**src/rtl/core/dht_pkg.sv**
```systemverilog
// shared types, constants and helpers for the double hash table core
package dht_pkg;

  localparam int TABLE_SLOTS = 11;
  localparam int STEP_PRIME  = 7;
  localparam int KEY_BITS    = 32;
  localparam int VALUE_BITS  = 32;

  localparam int FUNC_W   = 2;
  localparam int STATUS_W = 3;
  localparam int SLOT_W   = 4;
  localparam int LIVE_W   = 4;

  localparam int IDX_W   = $clog2(TABLE_SLOTS);
  localparam int CNT_W   = $clog2(TABLE_SLOTS + 1);
  localparam int MAX_MR  = (TABLE_SLOTS > STEP_PRIME) ? TABLE_SLOTS : STEP_PRIME;
  localparam int RES_W   = $clog2(MAX_MR + 1);
  localparam int NIB_CNT = (KEY_BITS + 3) / 4;
  localparam int PAD_W   = NIB_CNT * 4;
  localparam int NIB_CW  = $clog2(NIB_CNT + 1);

  typedef enum logic [FUNC_W-1:0] {
    FN_INSERT = 2'd0,
    FN_LOOKUP = 2'd1,
    FN_REMOVE = 2'd2
  } func_t;

  typedef enum logic [STATUS_W-1:0] {
    ST_INSERTED  = 3'd0,
    ST_UPDATED   = 3'd1,
    ST_FOUND     = 3'd2,
    ST_REMOVED   = 3'd3,
    ST_NOT_FOUND = 3'd4,
    ST_FULL      = 3'd5
  } status_t;

  localparam logic [1:0] SL_EMPTY = 2'd0;
  localparam logic [1:0] SL_OCC   = 2'd1;
  localparam logic [1:0] SL_DEL   = 2'd2;

  typedef enum logic [2:0] {
    S_IDLE,
    S_HASH,
    S_STEP,
    S_PROBE,
    S_FIN
  } state_t;

  typedef struct packed {
    logic                  we;
    logic [IDX_W-1:0]      waddr;
    logic [KEY_BITS-1:0]   wkey;
    logic [VALUE_BITS-1:0] wvalue;
    logic                  re;
    logic [IDX_W-1:0]      raddr;
  } mem_req_t;

  typedef struct packed {
    logic [KEY_BITS-1:0]   key;
    logic [VALUE_BITS-1:0] value;
  } mem_rd_t;

  // one nibble of a running remainder: (16*r + nib) mod m, for r < m
  function automatic logic [RES_W-1:0] mod_step(input logic [RES_W-1:0] r,
                                                input logic [3:0] nib,
                                                input logic [RES_W-1:0] m);
    logic [RES_W+3:0] t;
    logic [RES_W+3:0] d;
    t = {r, nib};
    for (int b = 3; b >= 0; b--) begin
      d = {4'b0000, m} << b;
      if (t >= d) begin
        t = t - d;
      end
    end
    return t[RES_W-1:0];
  endfunction

endpackage

```
**src/rtl/core/dht_mem.sv**
```systemverilog
// key and value storage, one write port and one registered read port
module dht_mem
  import dht_pkg::*;
(
  input  logic     clk,
  input  mem_req_t req,
  output mem_rd_t  rd
);

  mem_rd_t mem [TABLE_SLOTS];

  always_ff @(posedge clk) begin
    if (req.we) begin
      mem[req.waddr] <= '{key: req.wkey, value: req.wvalue};
    end
    if (req.re) begin
      rd <= mem[req.raddr];
    end
  end

endmodule

```
**src/rtl/core/dht_ctrl.sv**
```systemverilog
// request sequencer: hashing, probe walk, slot status, count and result register
module dht_ctrl
  import dht_pkg::*;
(
  input  logic                  clk,
  input  logic                  rst,
  input  logic                  in_valid,
  output logic                  in_stall,
  input  logic [FUNC_W-1:0]     func,
  input  logic [KEY_BITS-1:0]   key,
  input  logic [VALUE_BITS-1:0] value,
  output logic                  out_valid,
  input  logic                  out_stall,
  output logic [STATUS_W-1:0]   status,
  output logic [31:0]           value_out,
  output logic [SLOT_W-1:0]     slot,
  output logic [LIVE_W-1:0]     live_count,
  output mem_req_t              mem_req,
  input  mem_rd_t               mem_rd
);

  state_t state;
  state_t state_next;

  logic [FUNC_W-1:0]     func_r;
  logic [KEY_BITS-1:0]   key_r;
  logic [VALUE_BITS-1:0] val_r;
  logic [PAD_W-1:0]      key_sh;
  logic [NIB_CW-1:0]     nib_cnt;
  logic [RES_W-1:0]      rem_m;
  logic [RES_W-1:0]      rem_r;
  logic [RES_W-1:0]      rem_m_next;
  logic [RES_W-1:0]      rem_r_next;
  logic [RES_W-1:0]      step;
  logic [IDX_W-1:0]      idx;
  logic [IDX_W:0]        idx_sum;
  logic [IDX_W-1:0]      idx_adv;
  logic [CNT_W-1:0]      issue_cnt;
  logic                  issue;

  logic                  eval_valid;
  logic [IDX_W-1:0]      eval_idx;
  logic                  eval_last;
  logic [1:0]            ev_status;
  logic                  ev_empty;
  logic                  ev_hit;
  logic                  probe_end;

  logic                  hit;
  logic [IDX_W-1:0]      hit_idx;
  logic [VALUE_BITS-1:0] hit_val;
  logic                  have_del;
  logic [IDX_W-1:0]      del_idx;
  logic                  have_empty;
  logic [IDX_W-1:0]      empty_idx;

  logic [1:0]            slot_status [TABLE_SLOTS];
  logic [CNT_W-1:0]      count;
  logic [CNT_W-1:0]      count_next;

  logic                  fin_go;
  logic                  st_we;
  logic [IDX_W-1:0]      st_waddr;
  logic [1:0]            st_wdata;
  status_t               res_status;
  logic [VALUE_BITS-1:0] res_val;
  logic [IDX_W-1:0]      res_slot;

  status_t               out_status;
  logic [VALUE_BITS-1:0] out_val;
  logic [IDX_W-1:0]      out_slot;
  logic [CNT_W-1:0]      out_count;

  assign rem_m_next = mod_step(rem_m, key_sh[PAD_W-1 -: 4], RES_W'(TABLE_SLOTS));
  assign rem_r_next = mod_step(rem_r, key_sh[PAD_W-1 -: 4], RES_W'(STEP_PRIME));

  assign idx_sum = {1'b0, idx} + {1'b0, step[IDX_W-1:0]};
  assign idx_adv = (idx_sum >= (IDX_W+1)'(TABLE_SLOTS)) ?
                   IDX_W'(idx_sum - (IDX_W+1)'(TABLE_SLOTS)) : idx_sum[IDX_W-1:0];

  assign ev_status = slot_status[eval_idx];
  assign ev_empty  = eval_valid && (ev_status == SL_EMPTY);
  assign ev_hit    = eval_valid && (ev_status == SL_OCC) && (mem_rd.key == key_r);
  assign probe_end = ev_empty || ev_hit || (eval_valid && eval_last);

  always_ff @(posedge clk) begin
    if (rst) begin
      state <= S_IDLE;
    end else begin
      state <= state_next;
    end
  end

  always_comb begin
    state_next = state;
    in_stall   = 1'b1;
    issue      = 1'b0;
    fin_go     = 1'b0;
    st_we      = 1'b0;
    st_waddr   = hit_idx;
    st_wdata   = SL_OCC;
    count_next = count;
    res_status = ST_NOT_FOUND;
    res_val    = '0;
    res_slot   = '0;
    mem_req    = '{we: 1'b0, waddr: hit_idx, wkey: key_r, wvalue: val_r,
                   re: 1'b0, raddr: idx};
    unique case (state)
      S_IDLE: begin
        in_stall = 1'b0;
        if (in_valid) begin
          state_next = S_HASH;
        end
      end
      S_HASH: begin
        if (nib_cnt == NIB_CW'(NIB_CNT - 1)) begin
          state_next = S_STEP;
        end
      end
      S_STEP: begin
        if (step < RES_W'(TABLE_SLOTS)) begin
          state_next = S_PROBE;
        end
      end
      S_PROBE: begin
        issue      = issue_cnt < CNT_W'(TABLE_SLOTS);
        mem_req.re = issue;
        if (probe_end) begin
          state_next = S_FIN;
        end
      end
      S_FIN: begin
        if (!out_valid || !out_stall) begin
          fin_go     = 1'b1;
          state_next = S_IDLE;
          unique case (func_r)
            FN_INSERT: begin
              if (hit) begin
                res_status = ST_UPDATED;
                res_slot   = hit_idx;
                mem_req.we = 1'b1;
              end else if (have_del || have_empty) begin
                res_status    = ST_INSERTED;
                res_slot      = have_del ? del_idx : empty_idx;
                mem_req.we    = 1'b1;
                mem_req.waddr = res_slot;
                st_we         = 1'b1;
                st_waddr      = res_slot;
                st_wdata      = SL_OCC;
                count_next    = count + CNT_W'(1);
              end else begin
                res_status = ST_FULL;
              end
            end
            FN_LOOKUP: begin
              if (hit) begin
                res_status = ST_FOUND;
                res_val    = hit_val;
                res_slot   = hit_idx;
              end
            end
            FN_REMOVE: begin
              if (hit) begin
                res_status = ST_REMOVED;
                res_slot   = hit_idx;
                st_we      = 1'b1;
                st_wdata   = SL_DEL;
                if (count != '0) begin
                  count_next = count - CNT_W'(1);
                end
              end
            end
            default: begin
              res_status = ST_NOT_FOUND;
            end
          endcase
        end
      end
      default: begin
        state_next = S_IDLE;
      end
    endcase
  end

  always_ff @(posedge clk) begin
    if (rst) begin
      eval_valid <= 1'b0;
      out_valid  <= 1'b0;
      count      <= '0;
      for (int i = 0; i < TABLE_SLOTS; i++) begin
        slot_status[i] <= SL_EMPTY;
      end
    end else begin
      if (state == S_IDLE && in_valid) begin
        eval_valid <= 1'b0;
      end else if (state == S_PROBE) begin
        eval_valid <= issue;
      end
      if (fin_go) begin
        out_valid <= 1'b1;
      end else if (out_valid && !out_stall) begin
        out_valid <= 1'b0;
      end
      if (st_we) begin
        slot_status[st_waddr] <= st_wdata;
      end
      count <= count_next;
    end
  end

  always_ff @(posedge clk) begin
    unique case (state)
      S_IDLE: begin
        if (in_valid) begin
          func_r     <= func;
          key_r      <= key;
          val_r      <= value;
          key_sh     <= PAD_W'(key);
          nib_cnt    <= '0;
          rem_m      <= '0;
          rem_r      <= '0;
          issue_cnt  <= '0;
          hit        <= 1'b0;
          have_del   <= 1'b0;
          have_empty <= 1'b0;
        end
      end
      S_HASH: begin
        key_sh  <= key_sh << 4;
        rem_m   <= rem_m_next;
        rem_r   <= rem_r_next;
        nib_cnt <= nib_cnt + NIB_CW'(1);
        idx     <= rem_m_next[IDX_W-1:0];
        step    <= RES_W'(STEP_PRIME) - rem_r_next;
      end
      S_STEP: begin
        if (step >= RES_W'(TABLE_SLOTS)) begin
          step <= step - RES_W'(TABLE_SLOTS);
        end
      end
      S_PROBE: begin
        if (issue) begin
          idx       <= idx_adv;
          issue_cnt <= issue_cnt + CNT_W'(1);
          eval_idx  <= idx;
          eval_last <= issue_cnt == CNT_W'(TABLE_SLOTS - 1);
        end
        if (eval_valid && ev_status == SL_DEL && !have_del) begin
          have_del <= 1'b1;
          del_idx  <= eval_idx;
        end
        if (ev_empty) begin
          have_empty <= 1'b1;
          empty_idx  <= eval_idx;
        end
        if (ev_hit) begin
          hit     <= 1'b1;
          hit_idx <= eval_idx;
          hit_val <= mem_rd.value;
        end
      end
      S_FIN: begin
        if (fin_go) begin
          out_status <= res_status;
          out_val    <= res_val;
          out_slot   <= res_slot;
          out_count  <= count_next;
        end
      end
      default: begin
      end
    endcase
  end

  assign status     = out_status;
  assign value_out  = 32'(out_val);
  assign slot       = SLOT_W'(out_slot);
  assign live_count = LIVE_W'(out_count);

endmodule

```
**src/rtl/core/double_hash_table_core.sv**
```systemverilog
// top level of the double hash table: sequencer plus key/value memory
//
// one request channel (func, key, value) and one result channel
// (status, value_out, slot, live_count), both valid/stall handshakes.
// a request is taken only while the core is idle; it then hashes the
// key (reduced one nibble per cycle, mod 11 and mod 7), folds the probe
// step, then reads the key/value memory once per probe, one probe read
// per cycle, for p probes (1 to 11, ended by an empty slot, a key match
// or the last slot), evaluates the last read and ends in a finish cycle
// that writes back and loads the result register. the probe walk runs
// over the single memory read port; the next request is taken only once
// the finish cycle has loaded the result and returned the core to idle.
// the result register holds while out_stall is high; a new request may
// be accepted meanwhile, and its finish cycle waits until the old result
// is taken. reset clears the slot status flags (all empty), the live
// count and both valid flags; the key/value memory is not cleared.
module double_hash_table_core
  import dht_pkg::*;
(
  input  logic                  clk,
  input  logic                  rst,
  input  logic                  in_valid,
  output logic                  in_stall,
  input  logic [FUNC_W-1:0]     func,
  input  logic [KEY_BITS-1:0]   key,
  input  logic [VALUE_BITS-1:0] value,
  output logic                  out_valid,
  input  logic                  out_stall,
  output logic [STATUS_W-1:0]   status,
  output logic [31:0]           value_out,
  output logic [SLOT_W-1:0]     slot,
  output logic [LIVE_W-1:0]     live_count
);

  mem_req_t mem_req;
  mem_rd_t  mem_rd;

  dht_ctrl u_ctrl (
    .clk        (clk),
    .rst        (rst),
    .in_valid   (in_valid),
    .in_stall   (in_stall),
    .func       (func),
    .key        (key),
    .value      (value),
    .out_valid  (out_valid),
    .out_stall  (out_stall),
    .status     (status),
    .value_out  (value_out),
    .slot       (slot),
    .live_count (live_count),
    .mem_req    (mem_req),
    .mem_rd     (mem_rd)
  );

  dht_mem u_mem (
    .clk (clk),
    .req (mem_req),
    .rd  (mem_rd)
  );

endmodule

```
**config.mk**
```make
export PLATFORM = sky130hd
export DESIGN_NAME = double_hash_table_core
export DESIGN_NICKNAME = d
export VERILOG_FILES = /design/src/rtl/core/dht_pkg.sv /design/src/rtl/core/dht_mem.sv /design/src/rtl/core/dht_ctrl.sv /design/src/rtl/core/double_hash_table_core.sv
export SDC_FILE = /design/constraint.sdc
export NUM_CORES = 1
export LEC_CHECK = 0
export BUFFER_PORTS_ARGS = -buffer_cell sky130_fd_sc_hd__buf_2
export CAP_MARGIN = 40
export CORE_UTILIZATION = 40
export DETAILED_ROUTE_END_ITERATION = 8
export GPL_ROUTABILITY_DRIVEN = 0
export GPL_TIMING_DRIVEN = 0
export PLACE_DENSITY = 0.6
export SLEW_MARGIN = 20
export SYNTH_ARGS = -nofsm -noshare
export SYNTH_HDL_FRONTEND = slang
export SYNTH_SLANG_ARGS = --single-unit
```
**constraint.sdc**
```tcl
create_clock -name clk -period 8.8 [get_ports clk]
set_input_delay 0.88 -clock clk [delete_from_list [all_inputs] [get_ports clk]]
set_output_delay 0.88 -clock clk [all_outputs]
set_load 0.005 [all_outputs]
```
# == Yosys cells after proc, flatten, opt, wreduce, memory -nomap -nowiden ==
# Memories as Yosys holds them, arrays and structs flattened. A register that Yosys moved wholly into a read port is not among the register bits.
# Index checks and enable logic that the tools add are counted.
# classes
magnitude_cmp,12
n_eq_ne,21
add_sub_neg,16
n_reduce_logical,42
n_mux,89
# ops
op,count
4-bit two-way mux,25
32-bit case mux with 2 select lines,1
4-bit case mux with 2 select lines,8
8-bit two-way mux,6
32-bit equality test,1
32-bit two-way mux,1
3-bit two-way mux,9
1-bit two-way mux,24
5-bit two-way mux,4
2-bit AND reduction,9
8-bit by 4-bit greater-or-equal comparator with 1-bit output (second input constant),2
8-bit by 5-bit greater-or-equal comparator with 1-bit output (second input constant),2
8-bit by 6-bit greater-or-equal comparator with 1-bit output (second input constant),2
2-bit by 1-bit != test with 1-bit output (second input constant),8
8-bit by 5-bit subtractor with 8-bit output (second input constant),2
8-bit by 6-bit subtractor with 8-bit output (second input constant),2
3-bit case mux with 5 select lines,1
3-bit AND reduction,5
4-bit by 1-bit adder with 4-bit output (second input constant),3
4-bit subtractor (second input constant),3
2-bit two-way mux,5
2-bit nonzero test,5
3-bit case mux with 3 select lines,1
8-bit by 3-bit greater-or-equal comparator with 1-bit output (second input constant),1
other kinds (27),50
# totals
in_bits,70
ramBits,726
regBits,226
word_cells,209
mem_count,2
# memory_table
name,words,word_bits,read_ports,rd_ports_with_merged_regs,write_ports,line_no,source
u_mem.mem,11,64,1,1,1,dht_mem.sv:10,mem_rd_t mem [TABLE_SLOTS];
u_ctrl.slot_status,11,2,1,1,11,dht_ctrl.sv:57,logic [1:0] slot_status [TABLE_SLOTS];

# == Longest topological paths before layout ==
# depth
depth_word,11
mapped_depth,21

# == By module ==
# A second synthesis with hierarchy kept.
# unflattened
hier_cells,2494
hier_area_um2,41644.9
# modules_own_cells
mod,area_per_inst_um2,cells_each,n_inst,seq_area_each_um2
dht_mem,29479.5,1520,1,23062.1
dht_ctrl,12165.4,974,1,7717.4

# == Worst setup path before layout ==
# OpenSTA, ideal clock, no wires.
# synth_path
kind,register to register
from,register u_ctrl.state[0]
to,"memory u_mem.mem[5][0] (netlist name), enable pin"
slack_ns,2.153
period_less_slack_ns,6.647
stages_incl_launch_ff,11
setup_time_ns,0.486
arrival_ns,6.161
cell_sequence,dfxtp_1 clkbuf_1 or3b_2 clkbuf_1 nand2b_1 inv_1 nand2_1 mux2i_1 nor2b_1 nand2_1 nor2_1
# synth_between
elab_chain_len,4
# synth_lines
element,line_no,source
"start, declared",dht_ctrl.sv:22,state_t state;
"start signal, assigned",dht_ctrl.sv:90,state <= state_next;
3-bit equality test (*),dht_ctrl.sv:108,unique case (state)
5-bit two-way mux (*),dht_ctrl.sv:108,
1-bit two-way mux,dht_mem.sv:13,if (req.we) begin
1-bit two-way mux (implied by the code),dht_mem.sv:14,"mem[req.waddr] <= '{key: req.wkey, value: req.wvalue};"
"end, declared",dht_mem.sv:10,
# Every way passes the cells marked *; elsewhere a longest branch is shown, timed or not.

# == Final worst setup path ==
# layout_path
from,register u_ctrl.key_sh[31]
to,"register u_ctrl.idx[1], data pin"
# layout_between
elab_chain_len,9
word_cells_on_any_way,13
cone_classes,4 x add/sub; 4 x order compare; 5 x mux
# layout_lines
element,line_no,source
"start, declared",dht_ctrl.sv:28,logic [PAD_W-1:0] key_sh;
"start signal, assigned",dht_ctrl.sv:218,key_sh <= PAD_W'(key);
"start signal, assigned",dht_ctrl.sv:229,key_sh <= key_sh << 4;
8-bit by 7-bit subtractor with 8-bit output or 8-bit by 7-bit greater-or-equal comparator with 1-bit output (tied branches),"dht_pkg.sv:73, dht_pkg.sv:72",
8-bit two-way mux (*),dht_pkg.sv:72,if (t >= d) begin
8-bit by 6-bit subtractor with 8-bit output or 8-bit by 6-bit greater-or-equal comparator with 1-bit output (tied branches),"dht_pkg.sv:73, dht_pkg.sv:72",
8-bit two-way mux (*),dht_pkg.sv:72,
8-bit by 5-bit subtractor with 8-bit output or 8-bit by 5-bit greater-or-equal comparator with 1-bit output (tied branches),"dht_pkg.sv:73, dht_pkg.sv:72",
8-bit two-way mux (*),dht_pkg.sv:72,
8-bit by 4-bit greater-or-equal comparator with 1-bit output or 4-bit subtractor (tied branches),"dht_pkg.sv:72, dht_pkg.sv:73",
4-bit two-way mux (*),dht_pkg.sv:72,
4-bit case mux with 2 select lines (*),dht_ctrl.sv:212,unique case (state)
"end signal, assigned",dht_ctrl.sv:233,idx <= rem_m_next[IDX_W-1:0];
"end signal, assigned",dht_ctrl.sv:243,idx <= idx_adv;
"end, declared",dht_ctrl.sv:35,logic [IDX_W-1:0] idx;
# Marked as above.
# A chain may end at the register's enable or synchronous reset.

==> summary.txt <==
Clock tree
  • Worst-Skew Late Latency: 0.68 ns
  • CTS max path bufs: 3
  • TritonCTS clock tree: built
  • Hold Buf Count CTS: 0
  • H-tree depth: 3
  • CTS Buf Count: 105
  • CTS clk-pin slew, worst paths: 0.06 ns
  • Root Driver: clkbuf_16
  • Sink Count: 1030
  • Post-CTS setup buffers: 0
  • Post-CTS sizing: 0

Timing
  • Tmin final: 5.47 ns
  • Final period utilization: 62.1%
  • Max-slew headroom: 41.4%
  • Worst slew pin tran: 0.872 ns
  • TNS Setup: 0 ns
  • Final setup vio count: 0
  • Final Hold Fails: 0
  • Slew Viols, Final: 0
  • RSZ-0062 raised after global routing: false
  • FMAX: 183 MHz
  • WHS: 0.383 ns
  • Clock Skew: 0.0319 ns

Critical path
  • Worst Path Max Fanout: 10
  • R2r setup slk: 3.33 ns
  • Worst setup endpoint: u_ctrl.idx[1]$_DFFE_PP_
  • Worst flop-to-flop path endpoint: u_ctrl.idx[1]$_DFFE_PP_
  • Crit-path most repeated cell: a21oi_1
  • Critical Setup Path Class: reg -> reg
  • WP data required: 9.20 ns
  • Setup crit start: u_ctrl.key_sh[31]$_DFFE_PP_
  • Reg2reg path depth: 20
  • WP data arrival: 5.86 ns
  • Reg2reg start: u_ctrl.key_sh[31]$_DFFE_PP_
  • Crit. End Element: register
  • Slowest CP cell: or4b_2
  • Worst setup SP type: register
  • Worst path max stage delay: 0.66 ns
  • Cell Chain, Critical Path: ha_1 -> clkbuf_1 -> nor4b_1 -> o31ai_1 -> a2bb2oi_1 -> inv_1 -> ha_1 -> buf_1 -> or4b_2 -> a21oi_1 -> nand4b_1 -> a21oi_1 -> or2_2 -> a21oi_1 -> xnor2_1 -> ha_1 -> a2111o_1 -> a21oi_2 -> mux2i_1 -> a21oi_1

Yosys
  • Synth Net Count: 2199
  • Cell count after synthesis: 2105
  • Sequential share of the synthesized area: 75.5%
  • Cell area after synthesis: 0.0408 mm^2
  • Top-area cell type share of the netlist area: 74.8%
  • Avg Cell Area, Syn: 19.4 um^2
  • Synth Register Bits: 1030
  • Warnings, synthesis: 0
  • Ys flop type: edfxtp_1
  • EDFF count, synth: 1015
  • Async SR Flop Fraction: 0%
  • Unique masters post-synth: 83
  • Largest cells by area after synthesis: edfxtp_1 (75%), mux4_2 (11%), mux2_2 (2.1%)
  • Largest area contributor in the netlist: edfxtp_1

Die
  • Core area: 0.101 mm^2
  • IO Count: 115
  • Initial Utilization: 40.5%
  • DIE HEIGHT: 321 um
  • Die X: 321 um
  • Die ar.: 0.103 mm^2
  • Placement row count: 116

Finish
  • Non-filler instance count after layout: 3840
  • Area delta synth->final: 17.4%
  • Post-layout util: 47.6%
  • Ant. Diodes: 0
  • Layout cells sized above 1: 26.4%
  • Nets: 2494
  • Fillers: 8248

Global route
  • Tot GR Track Use: 18.1%
  • Grt total ovfl: 0
  • Number of global-route vias before repair: 21700
  • Initial antenna violation count: 1
  • First-pass GRT wire length: 138 mm
  • Largest net degree at the start of global routing: 51

Power
  • Pleak: 15.6 nW
  • Maximum VDD drop: 0.225 mV
  • Power per cell area: 332 mW/mm^2
  • Total power: 0.0159 W

Job
  • Max_cap viols: 0

Place
  • HPWL Detailed: 61.2 mm
  • Placed insts: 3645
  • Port bufs: 114

Route
  • Vias: 20800
  • DR pass1 iterations: 7
  • Vias per inst: 5.42
  • WL/cell: 24.1 um
  • # DRC: 0
  • Initial DRC count: 1728
  • Total wire length: 92.6 mm
  • Final ANT Viol Nets: 0

Min path
  • Hold WC Path Type: in -> reg

Run status
  • Status: finished clean
-- power breakdown --
group / switching (W) / total (W) / internal, W
Clock: 0.00182 / 0.00420 / 0.00238
Sequential: 0.000408 / 0.00666 / 0.00625
Combinational: 0.00279 / 0.00504 / 0.00225
-- synth_stat cells (23+ instances only) --
cell type and count:
xor2_1 40, inv_1 23, ha_1 23, nand3_1 23, and2_1 39, nand2b_1 25
a21oi_1 36, mux2_2 75, mux4_2 201, edfxtp_1 1015, o21ai_0 27, nand2_1 156
nor2_1 94, clkbuf_1 64
-- sequential cells by signal (all words and copies together) (netlist names), 4 cells and up, named ones only --
| register | cells |
|---|---|
| u_mem.mem | 704 |
| u_mem.rd | 64 |
| u_ctrl.hit_val | 32 |
| u_ctrl.key_r | 32 |
| u_ctrl.key_sh | 32 |
| u_ctrl.slot_status | 32 |
| u_ctrl.val_r | 32 |
| u_ctrl.value_out | 32 |
| u_ctrl.count | 4 |
| u_ctrl.del_idx | 4 |
| u_ctrl.empty_idx | 4 |
| u_ctrl.eval_idx | 4 |
| u_ctrl.hit_idx | 4 |
| u_ctrl.idx | 4 |
| u_ctrl.issue_cnt | 4 |
| u_ctrl.live_count | 4 |
| u_ctrl.nib_cnt | 4 |
| u_ctrl.rem_m | 4 |
| u_ctrl.rem_r | 4 |
| u_ctrl.slot | 4 |
| u_ctrl.step | 4 |
-- cell families after synthesis --
group | synth area share (%)
multiplexers | 13.5
adder cells (fa/ha/maj) | 0.755
XOR/XNOR | 1.14
flip-flops | 75.5
AND/OR/NAND/NOR | 4.90
AO/OA/AOI/OAI | 3.09
buffers and inverters | 1.11
-- final cells by class --
| type | count | area [um^2] | share of cell area, % |
|---|---|---|---|
| multi-input combinational | 957 | 9630 | 20.1 |
| tap | 1357 | 1700 | 3.55 |
| timing repair buffer | 188 | 2030 | 4.25 |
| clock inverter | 67 | 479 | 1.00 |
| sequential | 1030 | 30800 | 64.3 |
| buffer | 94 | 367 | 0.766 |
| clock buffer | 123 | 2760 | 5.77 |
| inverter | 24 | 103 | 0.214 |
-- per-layer routing --
| metal | up-vias | GRT usage [%] | wire length (um) |
|---|---|---|---|
| li1 | 9073 | - | - |
| met1 | 11000 | 24.0 | 38800 |
| met2 | 615 | 31.4 | 47500 |
| met3 | 111 | 3.08 | 5020 |
| met4 | 0 | 3.63 | 1290 |
| met5 | - | 0 | 0 |
-- how the worst min path moves through the flow --
stage	cells past startpoint	endpoint	slack (ns)	from
2_1_floorplan	0	u_ctrl.hit_val[0]$_DFFE_PP_	0.40	u_mem.rd[0]$_DFFE_PP_
3_3_place_gp	0	u_ctrl.hit_val[31]$_DFFE_PP_	0.40	u_mem.rd[31]$_DFFE_PP_
3_5_place_dp	0	u_ctrl.hit_val[2]$_DFFE_PP_	0.41	u_mem.rd[2]$_DFFE_PP_
4_1_cts	1	u_ctrl.func_r[1]$_DFFE_PP_	0.33	func[1]
5_1_grt	1	u_ctrl.func_r[1]$_DFFE_PP_	0.35	func[1]
6_report	1	u_ctrl.val_r[31]$_DFFE_PP_	0.38	value[31]
-- placed cells by master (no fill, tap or decap), types with 25 or more instances in the layout --
| cell type | instances |
|---|---|
| mux2_2 | 75 |
| a21oi_1 | 36 |
| mux4_2 | 201 |
| nor2_1 | 82 |
| xor2_1 | 40 |
| clkbuf_16 | 108 |
| clkbuf_1 | 78 |
| nand2_1 | 155 |
| edfxtp_1 | 1015 |
| o21ai_0 | 27 |
| buf_16 | 28 |
| clkinv_1 | 35 |
| and2_1 | 39 |
| buf_2 | 124 |
| nand2b_1 | 25 |
-- worst max-delay path, delay by kind of cell, from the launching register on --
kind	cells	cell delay (ns)
fa+ha+maj	3	0.67
mux	1	0.30
simple gates	4	1.53
buf+inv	3	0.60
flops	1	0.49
xor+xnor	1	0.11
compound gates	8	1.51
-- per-stage QoR --
stage	setup WS [ns]	instance area [um^2]
6_report	3.33	47800
5_1_grt	2.93	47800
4_1_cts	3.39	47800
3_5_place_dp	3.39	44500
3_3_place_gp	-2.89	43000
2_1_floorplan	2.15	40800
(Power assumes the default switching activity.)
